`src/hw/rtl/pgw_ram.sv`:
```
// ----------------------------------------------------------------------------
// pgw_ram
// Generic simple dual-port RAM, one write port, one registered read port.
// ----------------------------------------------------------------------------
module pgw_ram #(
  parameter int Width = 8,
  parameter int Depth = 16
) (
  input  logic                     clk_i,
  input  logic                     we_i,
  input  logic [$clog2(Depth)-1:0] waddr_i,
  input  logic [Width-1:0]         wdata_i,
  input  logic [$clog2(Depth)-1:0] raddr_i,
  output logic [Width-1:0]         rdata_o
);

  logic [Width-1:0] mem_q [Depth];

  // Write and registered read.
  always_ff @(posedge clk_i) begin
    if (we_i) begin
      mem_q[waddr_i] <= wdata_i;
    end
    rdata_o <= mem_q[raddr_i];
  end

endmodule

```
`config.mk`:
```
export PLATFORM = sky130hd
export DESIGN_NAME = pgw_ram
export DESIGN_NICKNAME = d
export VERILOG_FILES = /design/src/hw/rtl/pgw_ram.sv
export SDC_FILE = /design/constraint.sdc
export NUM_CORES = 1
export LEC_CHECK = 0
export ABC_AREA = 1
export BUFFER_PORTS_ARGS = -buffer_cell sky130_fd_sc_hd__buf_2
export CAP_MARGIN = 20
export CORE_MARGIN = 3
export CORE_UTILIZATION = 30
export CTS_BUF_LIST = sky130_fd_sc_hd__clkbuf_2 sky130_fd_sc_hd__clkbuf_4 sky130_fd_sc_hd__clkbuf_8
export CTS_CLUSTER_DIAMETER = 120
export DETAILED_ROUTE_END_ITERATION = 16
export PLACE_DENSITY = 0.53
export SETUP_SLACK_MARGIN = 0.05
export SYNTH_ARGS = -nofsm -noshare
export SYNTH_HDL_FRONTEND = slang
export SYNTH_SLANG_ARGS = --single-unit
```
`constraint.sdc`:
```
create_clock -name clk_i -period 1.6 [get_ports clk_i]
set_clock_uncertainty 0.1 [all_clocks]
set_input_delay 0.24 -clock clk_i [delete_from_list [all_inputs] [get_ports clk_i]]
set_output_delay 0.24 -clock clk_i [all_outputs]
set_load 0.02 [all_outputs]
```
# Word level (Yosys, flattened, before mapping)

Memories as Yosys holds them, arrays and structs flattened. A register that Yosys moved wholly into a read port is not among the register bits.
Cells that the tools add are included.

Register bits after elaboration: 0
Latch bits: 0
RAM bits: 128
ROM bits: 0
Bits of input ports: 18
Output and inout port bits: 8
Word-level logic and storage cells: 3
Memories: 1

$add $sub $neg: 0
Multiply operators: 0
Divide/modulo/power cells: 0
$lt $le $gt $ge: 0
Equality and inequality tests: 0
Shifts and indexed selects: 0
Multiplexer cells: 2
Bitwise operators: 0
Reductions and logical operators: 0

Memory list:

| name  | depth | width | read ports | clocked after Yosys merged registers in | wr ports | RTL line | text |
|---|---|---|---|---|---|---|---|
| mem_q | 16    | 8     | 1          | 1                                       | 1        | 17       | `logic [Width-1:0] mem_q [Depth];` |

Operators with widths:

| operator | count |
|---|---|
| $mux W1  | 2 |

# Logic depth before layout (Yosys ltp)

Gate-level depths: netlist of the first run.

Depth after elaboration: 2
Gate-level depth with buffers: 8
Mapped depth without buffers: 7

# Least setup slack after synthesis of the first run

OpenSTA, ideal clock, no wires.

Path kind: input-to-reg
Start point: input port waddr_i[2]
End point: memory mem_q[10][0] (enable)
Library setup time: 0.370 ns
Arrival time: 0.821 ns
Data required time: 1.130 ns
Path slack: 0.309 ns
Cell stages on the path: 2
Path buffers: 0
Cells stage by stage: nand3b_1 -> nor2_1

RTL lines:

| element            | RTL line | text |
|---|---|---|
| start: declaration | 11       | `input logic [$clog2(Depth)-1:0] waddr_i,` |
| end: declaration   | 17       |  |

Straight into the memory's write port.

# Worst setup path after layout of the first run

Start point: register rdata_o[7] (read register of mem_q)
End point: output port rdata_o[7]

RTL lines:

| element            | RTL line | text |
|---|---|---|
| start: declaration | 14       | `output logic [Width-1:0] rdata_o` |

No word-level cell between the ends.

==> results of run 1 <==
[per-stage QoR]
step / utilization (%) / power, µW / area, µm² / setup WS [ps]
after CTS: 35.8 / 7860 / 6720 / 211
after global placement: 33.3 / 4610 / 6260 / 138
final: 35.8 / 7780 / 6720 / 219
after detailed placement: 33.3 / 4620 / 6260 / 151
after global routing: 35.8 / 8050 / 6720 / 167
after floorplan: - / 4390 / 5770 / 309
[cells in the final DEF (no fill, tap or decap)]
master / instances
bufinv_16: 5
buf_12: 4
nand3b_1: 2
nand2_1: 173
inv_2: 2
buf_4: 21
clkbuf_4: 1
inv_1: 100
clkinv_2: 2
nor2_1: 17
clkinvlp_4: 5
dfxtp_1: 8
clkbuf_8: 19
nand3_1: 97
buf_2: 25
edfxtp_1: 128
[path summary, 6_finish.rpt]
check / endpoint / slack, ps / cells past startpoint
min: rdata_o[3] / 40 / 3
min reg2reg: rdata_o[3] / 560 / 6
max reg2reg: rdata_o[7] / 470 / 6
max: rdata_o[7] / 220 / 1
[logic make-up (layout without fill, tap and decap cells)]
group | after synthesis | count (layout) | share of synthesized area, %
buffers and inverters | 126 | 184 | 9.52
and+or+nand+nor | 289 | 289 | 21.0
DFF | 136 | 136 | 69.4
[power by group through the flow]
stage	Sequential [µW]	Clock [µW]	Combinational, µW
2_1_floorplan	4110	0	281
3_3_place_gp	4080	0	533
3_5_place_dp	4080	0	539
4_1_cts	4000	3320	541
5_1_grt	4010	3450	591
6_report	4000	3240	530
[sequential cells by signal, indices dropped and copies added (netlist names)]
name,flops
rdata_o,8
mem_q,128
[per-layer routing]
metal,vias to the layer above,global-route usage (%)
met1,1748,17.5
met3,18,4.03
met4,0,5.40
met5,-,0
met2,101,21.5
li1,1859,-
[cell type report]
cell class                      count  area (µm²)
Fill cell                        1861       12000
Sequential cell                   136        4000
Multi-Input combinational cell    289        1210
Inverter                          102         383
Timing Repair Buffer               50         363
Tap cell                          234         293
Clock buffer                       20         269
Clock inverter                     12         198
==> flow_summary_export.csv, run 1 <==
group,metric,value,unit
synthesis,syn_area,5770,µm²
drt,dr_wl_met2,6.57,mm
clock_tree,clk_latency,440,ps
worst_setup_path,cp_data_arrival_time,1040,ps
worst_setup_path,slowest_stage,"dfxtp_1",
hold_path,holdCritStartpoint,"raddr_i[3]",
run_status,status,"completed",
global_routing,grt_overflow_total,0,
drt,wl_met1,5.67,mm
worst_setup_path,cp_top_family,"flip-flops",
clock_tree,htree_levels,4,
clock_tree,cts_setup_buffers,0,
pwr,p_switching,1690,µW
pwr,powerDensity,1160,nW/µm²
finish,fin_cells,843,
drt,routedWlPerCell,16.0,µm
drt,routed_wl,13.5,mm
clock_tree,cts_made_buffers,17,
worst_setup_path,required,1260,ps
finish,final_net_count,614,
drt,postRouteAntennaNets,0,
sta,slew_headroom,73.4,%
worst_setup_path,critPathMaxStageDelay,400,ps
finish,area_delta_synth_final,16.6,%
finish,n_antenna_cell,0,
global_routing,grt_use_total,13.6,%
flow_run,cap_violations,0,
synthesis,syn_nets,569,
worst_setup_path,path_cells,"buf_2",
worst_setup_path,start_kind,"flip-flop",
synthesis,yosysMostFrequentCell,"nand2_1",
sta,finalCritPeriodShare,86.3,%
pwr,peakVddDrop,498,µV
synthesis,yosysUniqueCellTypes,12,
worst_setup_path,path_max_fanout,1,
die,rows,50,
clock_tree,clkTransAtPathRegs,80,ps
drt,dr.max_layer_used,"met4",
drt,vias,3726,
clock_tree,cts_resized,0,
global_routing,grt_max_degree,65,
sta,hold_viol,0,
global_routing,grt_antenna_before_repair,0,
synthesis,postSynthCellCount,551,
pwr,seqPwrFrac,51.5,%
pwr,p_comb_share,6.8,%
clock_tree,ctsLongestPathBuffers,2,
sta,setup_viol,0,
sta,holdWs,43.8,ps
die,design.portCount,26,
sta,rsz0062_at_grt,"no",
sta,tns,0,ps
drt,drt_first_pass_iters,5,
synthesis,async_flop_share,0,%
pwr,p_leak,0.00288,µW
worst_setup_path,r2r-start,"mem_q[13][7]",
die,initial_utilization,30.7,%
drt,drt_drc_violations_left,0,
sta,worst_slew_pin_slew,399,ps
synthesis,synth_top_area_cell,"edfxtp_1",
synthesis,synth-edff-count,128,
placement,dp.cells,811,
die,fp.dieArea,20900,µm²
global_routing,grt_pass1_vias,3574,
global_routing,grt_first_pass_wirelength,20.6,mm
worst_setup_path,endpoint_kind,"primary output",
pwr,p_int,6080,µW
finish,drive_above_1_share,13.8,%
worst_setup_path,startpoint,"rdata_o[7]",
synthesis,ys_warn_count,0,
clock_tree,cts-root-buf,"clkbuf_8",
die,chipHeight,145,µm
drt,route.met3.wl,1.02,mm
pwr,clkPwrFrac,41.7,%
placement,place_congestion,0.802,
synthesis,synth_area_leaders,"edfxtp_1 67%, nand2_1 11%, nand3_1 8.4%",
worst_setup_path,crit_buf_inv,1,
clock_tree,cts_tree,"yes",
die,core-area,18800,µm²
die,die_x,145,µm
synthesis,synth-seq-cells,136,
sta,finalCriticalPeriod,1380,ps
pwr,swShare,21.8,%
drt,vias_per_cell,4.42,
placement,hpwl,8.38,mm
synthesis,seq_area_frac_synth,69.4,%
synthesis,yosys.area.top_type_share,66.7,%
sta,slew_viol_final,0,
synthesis,synth_commonest_cells,"173 x nand2_1, 128 x edfxtp_1, 100 x inv_1, 97 x nand3_1, 17 x nor2_1",
clock_tree,cts_num_sinks,136,
worst_setup_path,crit_type,"flip-flop to primary output",
hold_path,min_path_type,"primary input to flip-flop",
placement,port_buffers,25,
synthesis,postSynthAreaPerCell,10.5,µm²
synthesis,synth_flop_cell,"edfxtp_1",
drt,drtIter0Drc,320,
clock_tree,hold_buffers,0,
sta,fmax,724,MHz
(Power assumes the default switching activity.)
==> inputs of run 2 (changes only) <==
==> constraint.sdc (replaced) <==
create_clock -name clk_i -period 1.5 [get_ports clk_i]
set_clock_uncertainty 0.1 [all_clocks]
set_input_delay 0.225 -clock clk_i [delete_from_list [all_inputs] [get_ports clk_i]]
set_output_delay 0.225 -clock clk_i [all_outputs]
set_load 0.02 [all_outputs]
==> flow_summary_export.csv, run 2 (synthesis gave the netlist of run 1 again) <==
group,metric,value,unit
worst_setup_path,path_max_fanout,1,
sta,rsz0062_at_grt,"no",
worst_setup_path,endpoint_kind,"primary output",
clock_tree,cts_setup_buffers,0,
global_routing,grt_max_degree,65,
drt,vias,3745,
worst_setup_path,ff2ff_path_depth,6,
worst_setup_path,start_kind,"flip-flop",
finish,multi_input_area,1210,µm²
sta,finalCritPeriodShare,87.3,%
global_routing,grt_overflow_total,0,
sta,fmax,764,MHz
worst_setup_path,slowest_stage,"dfxtp_1",
clock_tree,clk_latency,450,ps
drt,drt_drc_violations_left,0,
clock_tree,cts_made_buffers,17,
placement,port_buffers,25,
global_routing,grt_antenna_before_repair,0,
placement,dpl_cell_area,6300,µm²
hold_path,min_path_type,"primary input to flip-flop",
die,initial_utilization,30.7,%
clock_tree,cts_num_sinks,136,
worst_setup_path,crit_buf_inv,1,
clock_tree,htree_levels,4,
finish,final_area,6740,µm²
flow_run,cap_violations,0,
hold_path,holdCritStartpoint,"raddr_i[3]",
pwr,power,8090,µW
global_routing,grt_first_pass_wirelength,20.6,mm
sta,slew_headroom,71.9,%
pwr,p_leak,0.00291,µW
drt,vias_per_cell,4.43,
placement,place_congestion,0.813,
finish,reg.largest.list,"mem_q x128, rdata_o x8",
drt,routedWlPerCell,15.5,µm
worst_setup_path,cp_data_arrival_time,980,ps
clock_tree,cts-root-buf,"clkbuf_8",
pwr,peakVddDrop,576,µV
worst_setup_path,required,1170,ps
die,design.portCount,26,
hold_path,hold_end,"rdata_o[2]",
run_status,status,"completed",
placement,dp_slack,105,ps
die,chipHeight,145,µm
sta,tns,0,ps
placement,hpwl,8.44,mm
finish,final_net_count,617,
finish,layout.cells.most_common,"nand2_1",
sta,slew_viol_final,0,
worst_setup_path,r2r-end,"rdata_o[5]",
worst_setup_path,r2r-start,"mem_q[7][5]",
die,core-area,18800,µm²
drt,routed_wl,13.1,mm
die,fp.dieArea,20900,µm²
finish,area_delta_synth_final,16.9,%
finish,largest_reg_flops,128,
drt,postRouteAntennaNets,0,
worst_setup_path,crit_type,"flip-flop to primary output",
sta,fin_ws,191,ps
clock_tree,cts_tree,"yes",
worst_setup_path,critPathMaxStageDelay,360,ps
pwr,powerDensity,1200,nW/µm²
finish,regMostFlops,"mem_q",
worst_setup_path,path_cells,"buf_2",
clock_tree,cts_resized,0,
finish,layout_common_cells,"173 x nand2_1, 128 x edfxtp_1, 100 x inv_1, 97 x nand3_1, 25 x buf_2",
sta,holdWs,47.6,ps
hold_path,whs_path_depth,3,
finish,seqCellArea,4000,µm²
sta,setup_viol,0,
die,die_x,145,µm
clock_tree,clkTransAtPathRegs,80,ps
global_routing,grt_use_total,13.5,%
sta,finalCriticalPeriod,1310,ps
worst_setup_path,ff2ff_setup_slack,400,ps
drt,drtIter0Drc,345,
finish,drive_above_1_share,14.2,%
finish,n_antenna_cell,0,
finish,fill_cells,1873,
sta,worst_slew_pin_slew,421,ps
clock_tree,ctsLongestPathBuffers,2,
global_routing,grt_pass1_vias,3832,
clock_tree,hold_buffers,0,
drt,drt_first_pass_iters,6,
die,rows,50,
sta,hold_viol,0,
worst_setup_path,cp_top_family,"flip-flops",
[run 2: how the worst max path moves through the flow]
stage / slack [ps] / from / cells after the start / to
6_report: 190 / rdata_o[7] / 1 / rdata_o[7]
5_1_grt: 130 / rdata_o[7] / 1 / rdata_o[7]
4_1_cts: 140 / rdata_o[7] / 1 / rdata_o[7]
3_5_place_dp: 100 / raddr_i[0] / 7 / rdata_o[5]
3_3_place_gp: 100 / raddr_i[0] / 7 / rdata_o[5]
2_1_floorplan: 220 / waddr_i[2] / 2 / mem_q[10][0]
[run 2: area by class of cell]
class / instances / share of cell area [%]
clock inverters: 9 / 2.23
inverters: 102 / 5.68
well taps: 234 / 4.34
flip-flops and latches: 136 / 59.4
multi-input cells: 289 / 18.0
clock buffers: 23 / 4.23
repair buffers: 53 / 6.09
[run 2: layer usage]
layer  track usage (%)  share of wire (%)  routed length, µm
met1              16.4                 42               5490
met2              22.3                 50               6510
met3              3.41                5.3                690
met4              6.68                3.1                409
met5                 0                  0                  0
[run 2: worst min-delay path, delay by kind of cell]
| family | cells | cell delay (ps) |
|---|---|---|
| buf+inv | 1 | 150 |
| simple gates | 2 | 170 |
[run 2: power by group]
part	switching (µW)	internal, µW	leakage (µW)	total, µW
Combinational	395	182	0.00146	577
Sequential	23.2	4240	0.00122	4270
Clock	1310	1940	0.000221	3250
[run 2: per-stage QoR]
stage                     utilization [%]  instances
after floorplan                         -        551
after global placement               33.6        814
after detailed placement             33.6        814
after CTS                            35.9        846
after global routing                 35.9        846
final                                35.9        846
