$ cat config.mk
export PLATFORM = sky130hd
export DESIGN_NAME = pgw_seq
export DESIGN_NICKNAME = d
export VERILOG_FILES = /design/src/hw/rtl/pgw_pkg.sv /design/src/hw/rtl/pgw_seq.sv
export SDC_FILE = /design/constraint.sdc
export NUM_CORES = 2
export LEC_CHECK = 0
export ABC_AREA = 1
export BUFFER_PORTS_ARGS = -buffer_cell sky130_fd_sc_hd__buf_4
export CORE_MARGIN = 4
export CORE_UTILIZATION = 48
export DETAILED_ROUTE_END_ITERATION = 12
export MAX_ROUTING_LAYER = met4
export PLACE_DENSITY = 0.64
export SKIP_CTS_REPAIR_TIMING = 1
export SYNTH_ARGS = -nofsm -noshare
export SYNTH_HDL_FRONTEND = slang
export SYNTH_SLANG_ARGS = --single-unit
$ cat constraint.sdc
create_clock -name clk_i -period 17.04 [get_ports clk_i]
set_input_delay 3.408 -clock clk_i [delete_from_list [all_inputs] [get_ports clk_i]]
set_output_delay 3.408 -clock clk_i [all_outputs]
set_load 0.01 [all_outputs]
$ cat src/hw/rtl/pgw_pkg.sv
// ----------------------------------------------------------------------------
// pgw_pkg
// Types, codes and constants shared by the grid walker modules.
// ----------------------------------------------------------------------------
package pgw_pkg;

  // Default grid size.
  localparam int MaxRowsDef = 64;
  localparam int MaxColsDef = 64;

  // Neighborhood: radius one, eight slots.
  localparam int NbSlots = 8;
  localparam logic signed [1:0] NB_DROW [NbSlots] = '{-2'sd1, -2'sd1, -2'sd1, 2'sd0,
                                                      2'sd0, 2'sd1, 2'sd1, 2'sd1};
  localparam logic signed [1:0] NB_DCOL [NbSlots] = '{-2'sd1, 2'sd0, 2'sd1, -2'sd1,
                                                      2'sd1, -2'sd1, 2'sd0, 2'sd1};

  localparam logic [16:0] ONE_Q16 = 17'h10000;

  // Cell codes.
  localparam logic [1:0] CODE_FREE    = 2'd0;
  localparam logic [1:0] CODE_WALL    = 2'd1;
  localparam logic [1:0] CODE_VISITED = 2'd2;
  localparam logic [1:0] CODE_ROBOT   = 2'd3;

  // Memory word: cell code over pheromone level.
  localparam int WordW = 19;

  // Register indexes.
  localparam logic [2:0] REG_ROWS = 3'd0;
  localparam logic [2:0] REG_COLS = 3'd1;
  localparam logic [2:0] REG_DEP  = 3'd2;
  localparam logic [2:0] REG_OWN  = 3'd3;
  localparam logic [2:0] REG_EVAP = 3'd4;

  typedef enum logic [1:0] {
    FUNC_LOAD  = 2'd0,
    FUNC_PLACE = 2'd1,
    FUNC_MOVE  = 2'd2,
    FUNC_EVAP  = 2'd3
  } pgw_func_e;

  typedef enum logic [1:0] {
    ST_OK      = 2'd0,
    ST_REJECT  = 2'd1,
    ST_NO_FREE = 2'd2
  } pgw_status_e;

  typedef enum logic [4:0] {
    S_CLEAR, S_IDLE, S_LOAD, S_PL_RD, S_PL_CHK,
    S_NB_ISSUE, S_NB_DATA, S_NB_WR, S_OWN_RD, S_OWN_DATA, S_OWN_WR,
    S_TGT, S_ROUL, S_MV_OLD, S_MV_RD, S_MV_WR,
    S_EV_RD, S_EV_DAT, S_EV_WR, S_FIN, S_EMIT
  } pgw_state_e;

  typedef struct packed {
    logic [6:0]  rows_in_use;
    logic [6:0]  cols_in_use;
    logic [16:0] deposit_gain;
    logic [16:0] own_gain;
    logic [16:0] evaporation_rate;
  } pgw_cfg_t;

  // Saturate a Q1.16 value at one.
  function automatic logic [16:0] clamp_one(input logic [16:0] v);
    return (v > ONE_Q16) ? ONE_Q16 : v;
  endfunction

endpackage

$ cat src/hw/rtl/pgw_seq.sv
// ----------------------------------------------------------------------------
// pgw_seq
// Operation sequencer: read-modify-write of the grid memory for every item but load, which only writes.
// ----------------------------------------------------------------------------
module pgw_seq import pgw_pkg::*; #(
  parameter int MaxRows = MaxRowsDef,
  parameter int MaxCols = MaxColsDef,
  localparam int Depth  = MaxRows * MaxCols,
  localparam int AW     = $clog2(Depth)
) (
  input  logic               clk_i,
  input  logic               rst_ni,
  input  pgw_cfg_t           cfg_i,
  input  logic               start,
  output logic               busy,
  input  logic [1:0]         func_i,
  input  logic [5:0]         row_i,
  input  logic [5:0]         col_i,
  input  logic [1:0]         cell_code_i,
  input  logic [15:0]        random_fraction_i,
  output logic               done_o,
  output logic [5:0]         robot_row_o,
  output logic [5:0]         robot_col_o,
  output logic [16:0]        pheromone_here_o,
  output logic [1:0]         status_o,
  output logic               ram_we_o,
  output logic [AW-1:0]      ram_waddr_o,
  output logic [WordW-1:0]   ram_wdata_o,
  output logic [AW-1:0]      ram_raddr_o,
  input  logic [WordW-1:0]   ram_rdata_i
);

  localparam int RW = $clog2(MaxRows);
  localparam int CW = $clog2(MaxCols);

  pgw_state_e state_q, state_d;

  logic [1:0]    func_q, code_q;
  logic [5:0]    row_q, col_q;
  logic [15:0]   rnd_q;
  logic [RW-1:0] robot_r_q, er_q;
  logic [CW-1:0] robot_c_q, ec_q;
  logic [AW-1:0] clr_q;
  logic [2:0]    k_q, pick_q;
  logic [3:0]    n_q;
  logic [19:0]   total_q, acc_q;
  logic [35:0]   target_q;
  logic [16:0]   pc_q, own_p_q;
  logic [33:0]   prod_q;
  logic [1:0]    mcode_q;
  pgw_status_e   status_q;
  logic [16:0]   w_q  [NbSlots];
  logic [RW-1:0] nr_q [NbSlots];
  logic [CW-1:0] nc_q [NbSlots];
  logic          done_q;
  logic [5:0]    res_row_q, res_col_q;
  logic [16:0]   res_p_q;
  logic [1:0]    res_st_q;

  function automatic logic [AW-1:0] cell_addr(input logic [RW-1:0] r,
                                               input logic [CW-1:0] c);
    return AW'(r) * AW'(MaxCols) + AW'(c);
  endfunction

  // Bounds in use.
  logic [RW:0] eff_rows;
  logic [CW:0] eff_cols;
  assign eff_rows = (32'(cfg_i.rows_in_use) < MaxRows) ? (RW+1)'(cfg_i.rows_in_use)
                                                       : (RW+1)'(MaxRows);
  assign eff_cols = (32'(cfg_i.cols_in_use) < MaxCols) ? (CW+1)'(cfg_i.cols_in_use)
                                                       : (CW+1)'(MaxCols);

  // Target cell of load and place.
  logic          in_area;
  logic [AW-1:0] in_addr, here_addr, nb_addr, ev_addr;
  assign in_area   = (32'(row_q) < 32'(eff_rows)) && (32'(col_q) < 32'(eff_cols));
  assign in_addr   = cell_addr(RW'(row_q), CW'(col_q));
  assign here_addr = cell_addr(robot_r_q, robot_c_q);
  assign ev_addr   = cell_addr(er_q, ec_q);

  // Neighbor of the current slot.
  logic signed [RW+1:0] nrs;
  logic signed [CW+1:0] ncs;
  logic                 nb_in;
  logic [1:0]           drow, dcol;
  assign drow  = NB_DROW[k_q];
  assign dcol  = NB_DCOL[k_q];
  assign nrs   = $signed({2'b00, robot_r_q}) + $signed({{RW{drow[1]}}, drow});
  assign ncs   = $signed({2'b00, robot_c_q}) + $signed({{CW{dcol[1]}}, dcol});
  assign nb_in = !nrs[RW+1] && !ncs[CW+1] &&
                 (nrs < $signed({1'b0, eff_rows})) && (ncs < $signed({1'b0, eff_cols}));
  assign nb_addr = cell_addr(nrs[RW-1:0], ncs[CW-1:0]);

  // Memory read fields.
  logic [1:0]  rd_code;
  logic [16:0] rd_p, rd_pc;
  assign rd_code = ram_rdata_i[WordW-1:17];
  assign rd_p    = ram_rdata_i[16:0];
  assign rd_pc   = clamp_one(rd_p);

  // Shared multiplier of the update step.
  logic [16:0] mul_a, mul_b;
  logic [33:0] prod;
  always_comb begin
    mul_a = ONE_Q16 - rd_pc;
    mul_b = clamp_one(cfg_i.deposit_gain);
    if (state_q == S_OWN_DATA) begin
      mul_b = clamp_one(cfg_i.own_gain);
    end else if (state_q == S_EV_DAT) begin
      mul_a = rd_pc;
      mul_b = clamp_one(cfg_i.evaporation_rate);
    end
  end
  assign prod = mul_a * mul_b;

  logic [16:0] dep_new, evap_new;
  assign dep_new  = pc_q + prod_q[32:16];
  assign evap_new = pc_q - prod_q[32:16];

  // Roulette step.
  logic [19:0] acc_next;
  logic        hit;
  assign acc_next = acc_q + 20'(w_q[k_q]);
  assign hit      = {acc_next, 16'h0000} >= target_q;

  logic k_last, ev_last_c, ev_last_r, ev_empty, nb_adv;
  assign k_last    = (k_q == 3'(NbSlots - 1));
  assign ev_last_c = ({1'b0, ec_q} == eff_cols - 1'b1);
  assign ev_last_r = ({1'b0, er_q} == eff_rows - 1'b1);
  assign ev_empty  = (eff_rows == '0) || (eff_cols == '0);
  assign nb_adv    = ((state_q == S_NB_ISSUE) && !nb_in) ||
                     ((state_q == S_NB_DATA) && (rd_code == CODE_WALL)) ||
                     (state_q == S_NB_WR);

  // State register.
  always_ff @(posedge clk_i or negedge rst_ni) begin
    if (!rst_ni) begin
      state_q <= S_CLEAR;
    end else begin
      state_q <= state_d;
    end
  end

  // Next state and memory control.
  always_comb begin
    state_d     = state_q;
    ram_we_o    = 1'b0;
    ram_waddr_o = here_addr;
    ram_wdata_o = '0;
    ram_raddr_o = here_addr;
    unique case (state_q)
      S_CLEAR: begin
        ram_we_o    = 1'b1;
        ram_waddr_o = clr_q;
        ram_wdata_o = {CODE_FREE, 17'h00000};
        if (clr_q == AW'(Depth - 1)) state_d = S_IDLE;
      end
      S_IDLE: begin
        if (start) begin
          unique case (pgw_func_e'(func_i))
            FUNC_LOAD:  state_d = S_LOAD;
            FUNC_PLACE: state_d = S_PL_RD;
            FUNC_MOVE:  state_d = S_NB_ISSUE;
            FUNC_EVAP:  state_d = S_EV_RD;
            default:    state_d = S_IDLE;
          endcase
        end
      end
      S_LOAD: begin
        ram_we_o    = in_area;
        ram_waddr_o = in_addr;
        ram_wdata_o = {code_q, 17'h00000};
        state_d     = S_FIN;
      end
      S_PL_RD: begin
        ram_raddr_o = in_addr;
        state_d     = in_area ? S_PL_CHK : S_FIN;
      end
      S_PL_CHK: begin
        ram_we_o    = (rd_code != CODE_WALL);
        ram_waddr_o = in_addr;
        ram_wdata_o = {CODE_ROBOT, rd_p};
        state_d     = S_FIN;
      end
      S_NB_ISSUE: begin
        ram_raddr_o = nb_addr;
        if (nb_in) state_d = S_NB_DATA;
        else if (k_last) state_d = S_OWN_RD;
      end
      S_NB_DATA: begin
        if (rd_code == CODE_WALL) state_d = k_last ? S_OWN_RD : S_NB_ISSUE;
        else state_d = S_NB_WR;
      end
      S_NB_WR: begin
        ram_we_o    = 1'b1;
        ram_waddr_o = nb_addr;
        ram_wdata_o = {mcode_q, dep_new};
        state_d     = k_last ? S_OWN_RD : S_NB_ISSUE;
      end
      S_OWN_RD:   state_d = S_OWN_DATA;
      S_OWN_DATA: state_d = S_OWN_WR;
      S_OWN_WR: begin
        ram_we_o    = 1'b1;
        ram_wdata_o = {mcode_q, dep_new};
        state_d     = (n_q == '0) ? S_FIN : S_TGT;
      end
      S_TGT:  state_d = (total_q == '0) ? S_MV_OLD : S_ROUL;
      S_ROUL: if (hit) state_d = S_MV_OLD;
      S_MV_OLD: begin
        ram_we_o    = 1'b1;
        ram_wdata_o = {CODE_VISITED, own_p_q};
        state_d     = S_MV_RD;
      end
      S_MV_RD: state_d = S_MV_WR;
      S_MV_WR: begin
        ram_we_o    = 1'b1;
        ram_wdata_o = {CODE_ROBOT, rd_p};
        state_d     = S_FIN;
      end
      S_EV_RD: begin
        ram_raddr_o = ev_addr;
        state_d     = ev_empty ? S_FIN : S_EV_DAT;
      end
      S_EV_DAT: state_d = S_EV_WR;
      S_EV_WR: begin
        ram_we_o    = 1'b1;
        ram_waddr_o = ev_addr;
        ram_wdata_o = {mcode_q, evap_new};
        state_d     = (ev_last_c && ev_last_r) ? S_FIN : S_EV_RD;
      end
      S_FIN:  state_d = S_EMIT;
      S_EMIT: state_d = S_IDLE;
      default: state_d = S_IDLE;
    endcase
  end

  // Control counters, robot position and result strobe.
  always_ff @(posedge clk_i or negedge rst_ni) begin
    if (!rst_ni) begin
      clr_q     <= '0;
      k_q       <= '0;
      n_q       <= '0;
      robot_r_q <= '0;
      robot_c_q <= '0;
      er_q      <= '0;
      ec_q      <= '0;
      done_q    <= 1'b0;
      status_q  <= ST_OK;
    end else begin
      done_q <= (state_q == S_EMIT);
      if (state_q == S_CLEAR) clr_q <= clr_q + 1'b1;
      if (state_q == S_IDLE && start) begin
        k_q      <= '0;
        n_q      <= '0;
        er_q     <= '0;
        ec_q     <= '0;
        status_q <= ST_OK;
      end
      if (nb_adv) k_q <= k_q + 1'b1;
      if (state_q == S_NB_WR) n_q <= n_q + 1'b1;
      if (state_q == S_PL_RD && !in_area) status_q <= ST_REJECT;
      if (state_q == S_PL_CHK) begin
        if (rd_code == CODE_WALL) begin
          status_q <= ST_REJECT;
        end else begin
          robot_r_q <= RW'(row_q);
          robot_c_q <= CW'(col_q);
        end
      end
      if (state_q == S_OWN_WR) begin
        k_q <= '0;
        if (n_q == '0) status_q <= ST_NO_FREE;
      end
      if (state_q == S_ROUL) k_q <= k_q + 1'b1;
      if (state_q == S_MV_OLD) begin
        robot_r_q <= nr_q[pick_q];
        robot_c_q <= nc_q[pick_q];
      end
      if (state_q == S_EV_WR) begin
        if (ev_last_c) begin
          ec_q <= '0;
          er_q <= er_q + 1'b1;
        end else begin
          ec_q <= ec_q + 1'b1;
        end
      end
    end
  end

  // Payload registers.
  always_ff @(posedge clk_i) begin
    if (state_q == S_IDLE && start) begin
      func_q  <= func_i;
      row_q   <= row_i;
      col_q   <= col_i;
      code_q  <= cell_code_i;
      rnd_q   <= random_fraction_i;
      total_q <= '0;
    end
    if (state_q == S_NB_DATA || state_q == S_OWN_DATA || state_q == S_EV_DAT) begin
      pc_q    <= rd_pc;
      prod_q  <= prod;
      mcode_q <= rd_code;
    end
    if (state_q == S_NB_WR) begin
      w_q[n_q[2:0]]  <= ONE_Q16 - dep_new;
      nr_q[n_q[2:0]] <= nrs[RW-1:0];
      nc_q[n_q[2:0]] <= ncs[CW-1:0];
      total_q        <= total_q + 20'(ONE_Q16 - dep_new);
    end
    if (state_q == S_OWN_WR) begin
      own_p_q <= dep_new;
      pick_q  <= 3'(n_q - 1'b1);
      acc_q   <= '0;
    end
    if (state_q == S_TGT) target_q <= 36'(rnd_q) * 36'(total_q);
    if (state_q == S_ROUL) begin
      acc_q <= acc_next;
      if (hit) pick_q <= k_q;
    end
    if (state_q == S_EMIT) begin
      res_row_q <= 6'(robot_r_q);
      res_col_q <= 6'(robot_c_q);
      res_p_q   <= rd_p;
      res_st_q  <= (pgw_func_e'(func_q) == FUNC_LOAD || pgw_func_e'(func_q) == FUNC_EVAP)
                   ? ST_OK : status_q;
    end
  end

  assign busy             = (state_q != S_IDLE);
  assign done_o           = done_q;
  assign robot_row_o      = res_row_q;
  assign robot_col_o      = res_col_q;
  assign pheromone_here_o = res_p_q;
  assign status_o         = res_st_q;

endmodule

=== Yosys cells after proc, flatten, opt, wreduce, memory -nomap -nowiden ===
Memory sizes are Yosys's and may differ from the RTL's. A register that Yosys moved wholly into a read port is not among the register bits.
Cells that the tools add are included.

* Output and inout bits: 77
* Memory bits (writable): 232
* ROM bits: 32
* Logic and storage cells: 207
* Memories: 5
* Input port bits: 119
* Bits in registers: 262

{| class="wikitable"
|+ Memory list
! memory !! words !! bits a word !! rd ports !! clocked after memory_dff !! write ports !! RTL line !! source
|-
| w_q || 8 || 17 || 1 || 0 || 1 || pgw_seq.sv:52 || <nowiki>logic [16:0] w_q [NbSlots];</nowiki>
|-
| nc_q || 8 || 6 || 1 || 1 || 1 || pgw_seq.sv:54 || <nowiki>logic [CW-1:0] nc_q [NbSlots];</nowiki>
|-
| nr_q || 8 || 6 || 1 || 1 || 1 || pgw_seq.sv:53 || <nowiki>logic [RW-1:0] nr_q [NbSlots];</nowiki>
|-
| (no name shown) || 8 || 2 || 1 || 0 || 0 || pgw_seq.sv:87 || <nowiki>assign dcol = NB_DCOL[k_q];</nowiki>
|-
| (no name shown) || 8 || 2 || 1 || 0 || 0 || pgw_seq.sv:86 || <nowiki>assign drow = NB_DROW[k_q];</nowiki>
|}

* Multiplexer cells: 65
* Eq/ne operators: 36
* Reductions and logical operators: 38
* Add/subtract/negate cells: 21
* Order comparisons: 12
* Bitwise gates (word level): 1
* Multiply operators: 2

{| class="wikitable"
|+ Operator list
! operator !! count
|-
| $mux 17 || 8
|-
| $pmux 19 s5 || 1
|-
| $pmux 5 s18 || 1
|-
| $mux 20 || 4
|-
| $mux 6 || 12
|-
| $gt 17x17->1 const B || 4
|-
| $add 12x6->12 || 4
|-
| $pmux 12 s4 || 1
|-
| $eq 5x4->1 const B || 8
|-
| $ge 36x36->1 || 1
|-
| $mul 16x20->36 || 1
|-
| $pmux 12 s3 || 1
|-
| $mux 5 || 7
|-
| $sub 17x17->17 const A || 2
|-
| $mul 17x17->33 || 1
|-
| $eq 5x5->1 const B || 5
|-
| $mux 2 || 12
|-
| $mux 3 || 7
|-
| $add 20x17->20 || 1
|-
| $add 20x20->20 || 1
|-
| $eq 5x3->1 const B || 4
|-
| $logic_not 20->1 || 1
|-
| $pmux 5 s4 || 1
|-
| $sub 17x17->18 const A || 1
|-
| other kinds (43) || 86
|}

=== Longest topological paths before layout ===
* Depth after elaboration: 16
* Mapped depth: 40
* Depth with buffers taken out: 39

=== Least setup slack after synthesis ===
OpenSTA, ideal clock, no wires.

* Kind: input -> register
* Start: input port ram_rdata_i[4]
* End: register prod_q[27] (data pin)
* Required time: 16.781 ns
* Buffers on the path: 1
* Setup time: 0.259 ns
* Data arrival time: 9.858 ns
* Stages on the path: 31
* Setup slack: 6.923 ns
* Cell sequence: nor2_1 nand3_1 nor2_1 nand2_2 nand2_4 inv_4 nor2_1 inv_1 ha_1 or2_2 xnor2_1 buf_2 nand2_1 fa_1 fa_1 inv_1 fa_1 fa_1 fa_1 inv_1 fa_1 inv_1 ha_1 a21oi_1 o21ai_0 a21oi_1 nand3_1 a21o_1 nand3_1 nand2_1 xor2_1

* Word-level cells in the longest chain between the ends: 6

{| class="wikitable"
|+ Ends and longest elaborated chain
! element !! RTL line !! source
|-
| from (decl) || pgw_seq.sv:30 || <nowiki>input logic [WordW-1:0] ram_rdata_i</nowiki>
|-
| $gt 17x17->1 || pgw_pkg.sv:66 || <nowiki>return (v > ONE_Q16) ? ONE_Q16 : v;</nowiki>
|-
| $mux 17 (*) || pgw_pkg.sv:66 ||
|-
| $sub 17x17->17 || pgw_seq.sv:105 || <nowiki>mul_a = ONE_Q16 - rd_pc;</nowiki>
|-
| $mux 17 || pgw_seq.sv:109 || <nowiki>end else if (state_q == S_EV_DAT) begin</nowiki>
|-
| $mux 17 (*) || pgw_seq.sv:107 || <nowiki>if (state_q == S_OWN_DATA) begin</nowiki>
|-
| $mul 17x17->33 (*) || pgw_seq.sv:114 || <nowiki>assign prod = mul_a * mul_b;</nowiki>
|-
| net prod[27] || pgw_seq.sv:103 || <nowiki>logic [33:0] prod;</nowiki>
|-
| to (signal assigned) || pgw_seq.sv:302 || <nowiki>prod_q <= prod;</nowiki>
|-
| to (decl) || pgw_seq.sv:49 || <nowiki>logic [33:0] prod_q;</nowiki>
|}

The timed path passes the listed nets; every way through them passes the cells marked *.
A chain may end at the register's enable or synchronous reset.

=== Worst setup path in the final report ===
* Start: input port ram_rdata_i[4]
* End: register prod_q[32] (data pin)

The elaborated chain is that of the path after synthesis.

==> qor.csv <==
metric,value,unit
setup_violations,0,
drive_gt1_frac,0.08627,
rsz0062_at_grt,no,
synth_top_family_by_area,adder cells,
drt_iter0_drc,3616,
mappedNetlistArea,0.04602,mm^2
ys_types,64,
core_area,0.09501,mm^2
clock-root-buffer,clkbuf_16,
synth_area_leader_cell,edfxtp_1,
yosys.area_share.simple,0.1655,
synthAdderAreaFrac,0.3038,
status,"finished, final reports clean",
r2r_start,state_q[3],
slew_viol_final,0,
tritoncts,yes,
async_flop_share,0.1067,
worstMarginPinSlew,1.208,ns
dieArea,0.1009,mm^2
antenna_found_initial,2,
post-route-util,0.5331,
cp_common_cell,nand2_1,
fmax,0.09168,GHz
regArea,0.01407,mm^2
drc,0,
start_kind,input port,
maxCapViolCount,0,
num-fill-cells,8830,
grt_overflow,0,
crit_fanout,15,
avgSynthCellArea,8.765,um^2
final_common_cell,inv_1,
slew_headroom,0.1914,
final.min_clock_period,10.91,ns
wl,140900,um
clock_latency,0.68,ns
syn_inst,5250,
gp_congestion,1.007,
fin_skew,0.06914,ns
seq_area_frac_synth,0.3057,
num_vias,37120,
placed_cells,6593,
cts_max_level,2,
endpoint,prod_q[32],
stdcell_count,6692,
ys_ff_latch,478,
synth_mux_area_frac,0.005438,
area_delta_synth_final,10.07,%
viasPerCell,5.547,
setup_tns,0,ns
dieWidth,317.6,um
path_clk_slew,0.06,ns
synth_compound_area_frac,0.08951,
rows,113,
multi_input_area,0.02728,mm^2
grt_start_max_net_pins,73,
grt_pass1_wl,216600,um
max_stage_delay,0.60,ns
holdWs,0.4730,ns
cp.required,17.47,ns
synth_top_area_frac,0.2767,
synthXorXnorAreaFrac,0.02678,
place_hpwl,108300,um
worstSetupEndpointType,register,
io_buffers,195,
synth_edf_count,424,
period_share,0.6401,
routedWlPerCell,21.06,um
synth_warnings,0,
r2r_slack,8.60,ns
cts.sinks,478,
drt-pass1-iter-count,6,
synthTopCellsByArea,"edfxtp_1 28%, fa_1 21%, ha_1 9.6%, inv_1 8.4%, nand2_1 8.2%",
worstPathArrival,11.33,ns
numCtsBuffers,52,
antenna_left,0,
start_util,0.4843,
hold_class,register to register,
startpoint,ram_rdata_i[4],
synth_ff_type,edfxtp_1,
final-hold-violation-count,0,
layout.nets,6332,
die_y,317.6,um
cpMaxStageDelayCell,o21ai_0,
track_usage,0.2844,
r2r_cells,31,
io_pins,196,
first_global_vias,36830,
cts_buffer_depth,3,
syn-num-nets,6200,
timing.rr.end,prod_q[32],
final_cell_mix,"1,031 x inv_1, 1,001 x nand2_1, 482 x nor2_1",
worstSetupPathType,input port to register,
[cell type report]
cell class / count / share of cell area
Sequential cell: 478 / 0.2778
Antenna cell: 2 / 0.00009881
Clock inverter: 40 / 0.009610
Inverter: 1071 / 0.07942
Clock buffer: 57 / 0.02606
Timing Repair Buffer: 251 / 0.03720
Multi-Input combinational cell: 3528 / 0.5385
Tap cell: 1265 / 0.03125
[flip-flops by register name (all words and copies together) (netlist names), 16 cells and up]
signal            cells
pheromone_here_o     17
own_p_q              17
prod_q               17
nc_q                 48
rnd_q                16
w_q                 136
total_q              20
acc_q                20
pc_q                 17
target_q             36
nr_q                 48
[metal layers]
layer  track usage  up-vias  routed length (um)
met2        0.4340     1671               63570
met3       0.05304      318               13250
met1        0.3828    18150               58490
met4        0.1013        0                5585
li1              -    16980                   -
met5             -        -                   0
[cells by family (layout without fill, tap and decap cells)]
group                    after synthesis  in the layout
multiplexers                          25             25
XOR/XNOR                             136            136
buffers and inverters               1244           1419
adder cells (fa/ha/maj)              831            831
other                                  0              2
flip-flops                           478            478
AND/OR/NAND/NOR                     1840           1840
AO/OA/AOI/OAI                        696            696
[critical path: cells and delay by family]
kind                     cells  cell delay, ns
adder cells (fa/ha/maj)      8            3.67
AO/OA/AOI/OAI                1            0.60
AND/OR/NAND/NOR             19            2.25
buffers and inverters       10            1.37
[worst min path at each step]
| stage | startpoint | end | slack [ns] | depth (start not counted) |
|---|---|---|---|---|
| CTS | clr_q[9] | clr_q[9] | 0.47 | 1 |
| global route | clr_q[9] | clr_q[9] | 0.49 | 1 |
| finish | clr_q[9] | clr_q[9] | 0.47 | 1 |
| global placement | clr_q[9] | clr_q[9] | 0.46 | 1 |
| detailed placement | clr_q[9] | clr_q[9] | 0.46 | 1 |
| floorplan | clr_q[9] | clr_q[9] | 0.44 | 1 |
[cell usage after synthesis, types with 5 or more instances]
library cell     n
nor2_4          11
o21bai_1        13
buf_2           31
o22ai_1         33
a221oi_1         9
and2_1           6
inv_2           33
dfrtp_1         51
nand4_1         38
xnor2_1         41
a22oi_1         18
a31oi_1         33
a21oi_1        227
o21ai_0        224
nor3_1          45
nor2_1         492
a21o_1          13
fa_1           477
nor4_1          17
o31ai_1          9
o21ai_1          9
nand3_1        163
xor2_1          91
mux2i_1         25
o211ai_1        27
nor2_2          24
clkbuf_1       127
nand3_2          5
inv_1         1031
clkinv_1         6
o2111ai_1       18
o21a_1          16
ha_1           354
nand2_1       1001
buf_1            7
nand2_2         19
o211ai_2         5
nand3b_1         6
o221ai_1        27
edfxtp_1       424
buf_4            5
[through the flow]
| stage | area, um^2 | worst slack, ns |
|---|---|---|
| finish | 50650 | 6.133 |
| detailed placement | 48840 | 5.573 |
| floorplan | 46020 | 6.923 |
| global placement | 48840 | 5.686 |
| global route | 50650 | 5.551 |
| CTS | 50640 | 6.263 |
Power is not shown: default switching activity piles up to over one toggle a cycle in this logic, so the estimate is an artifact.
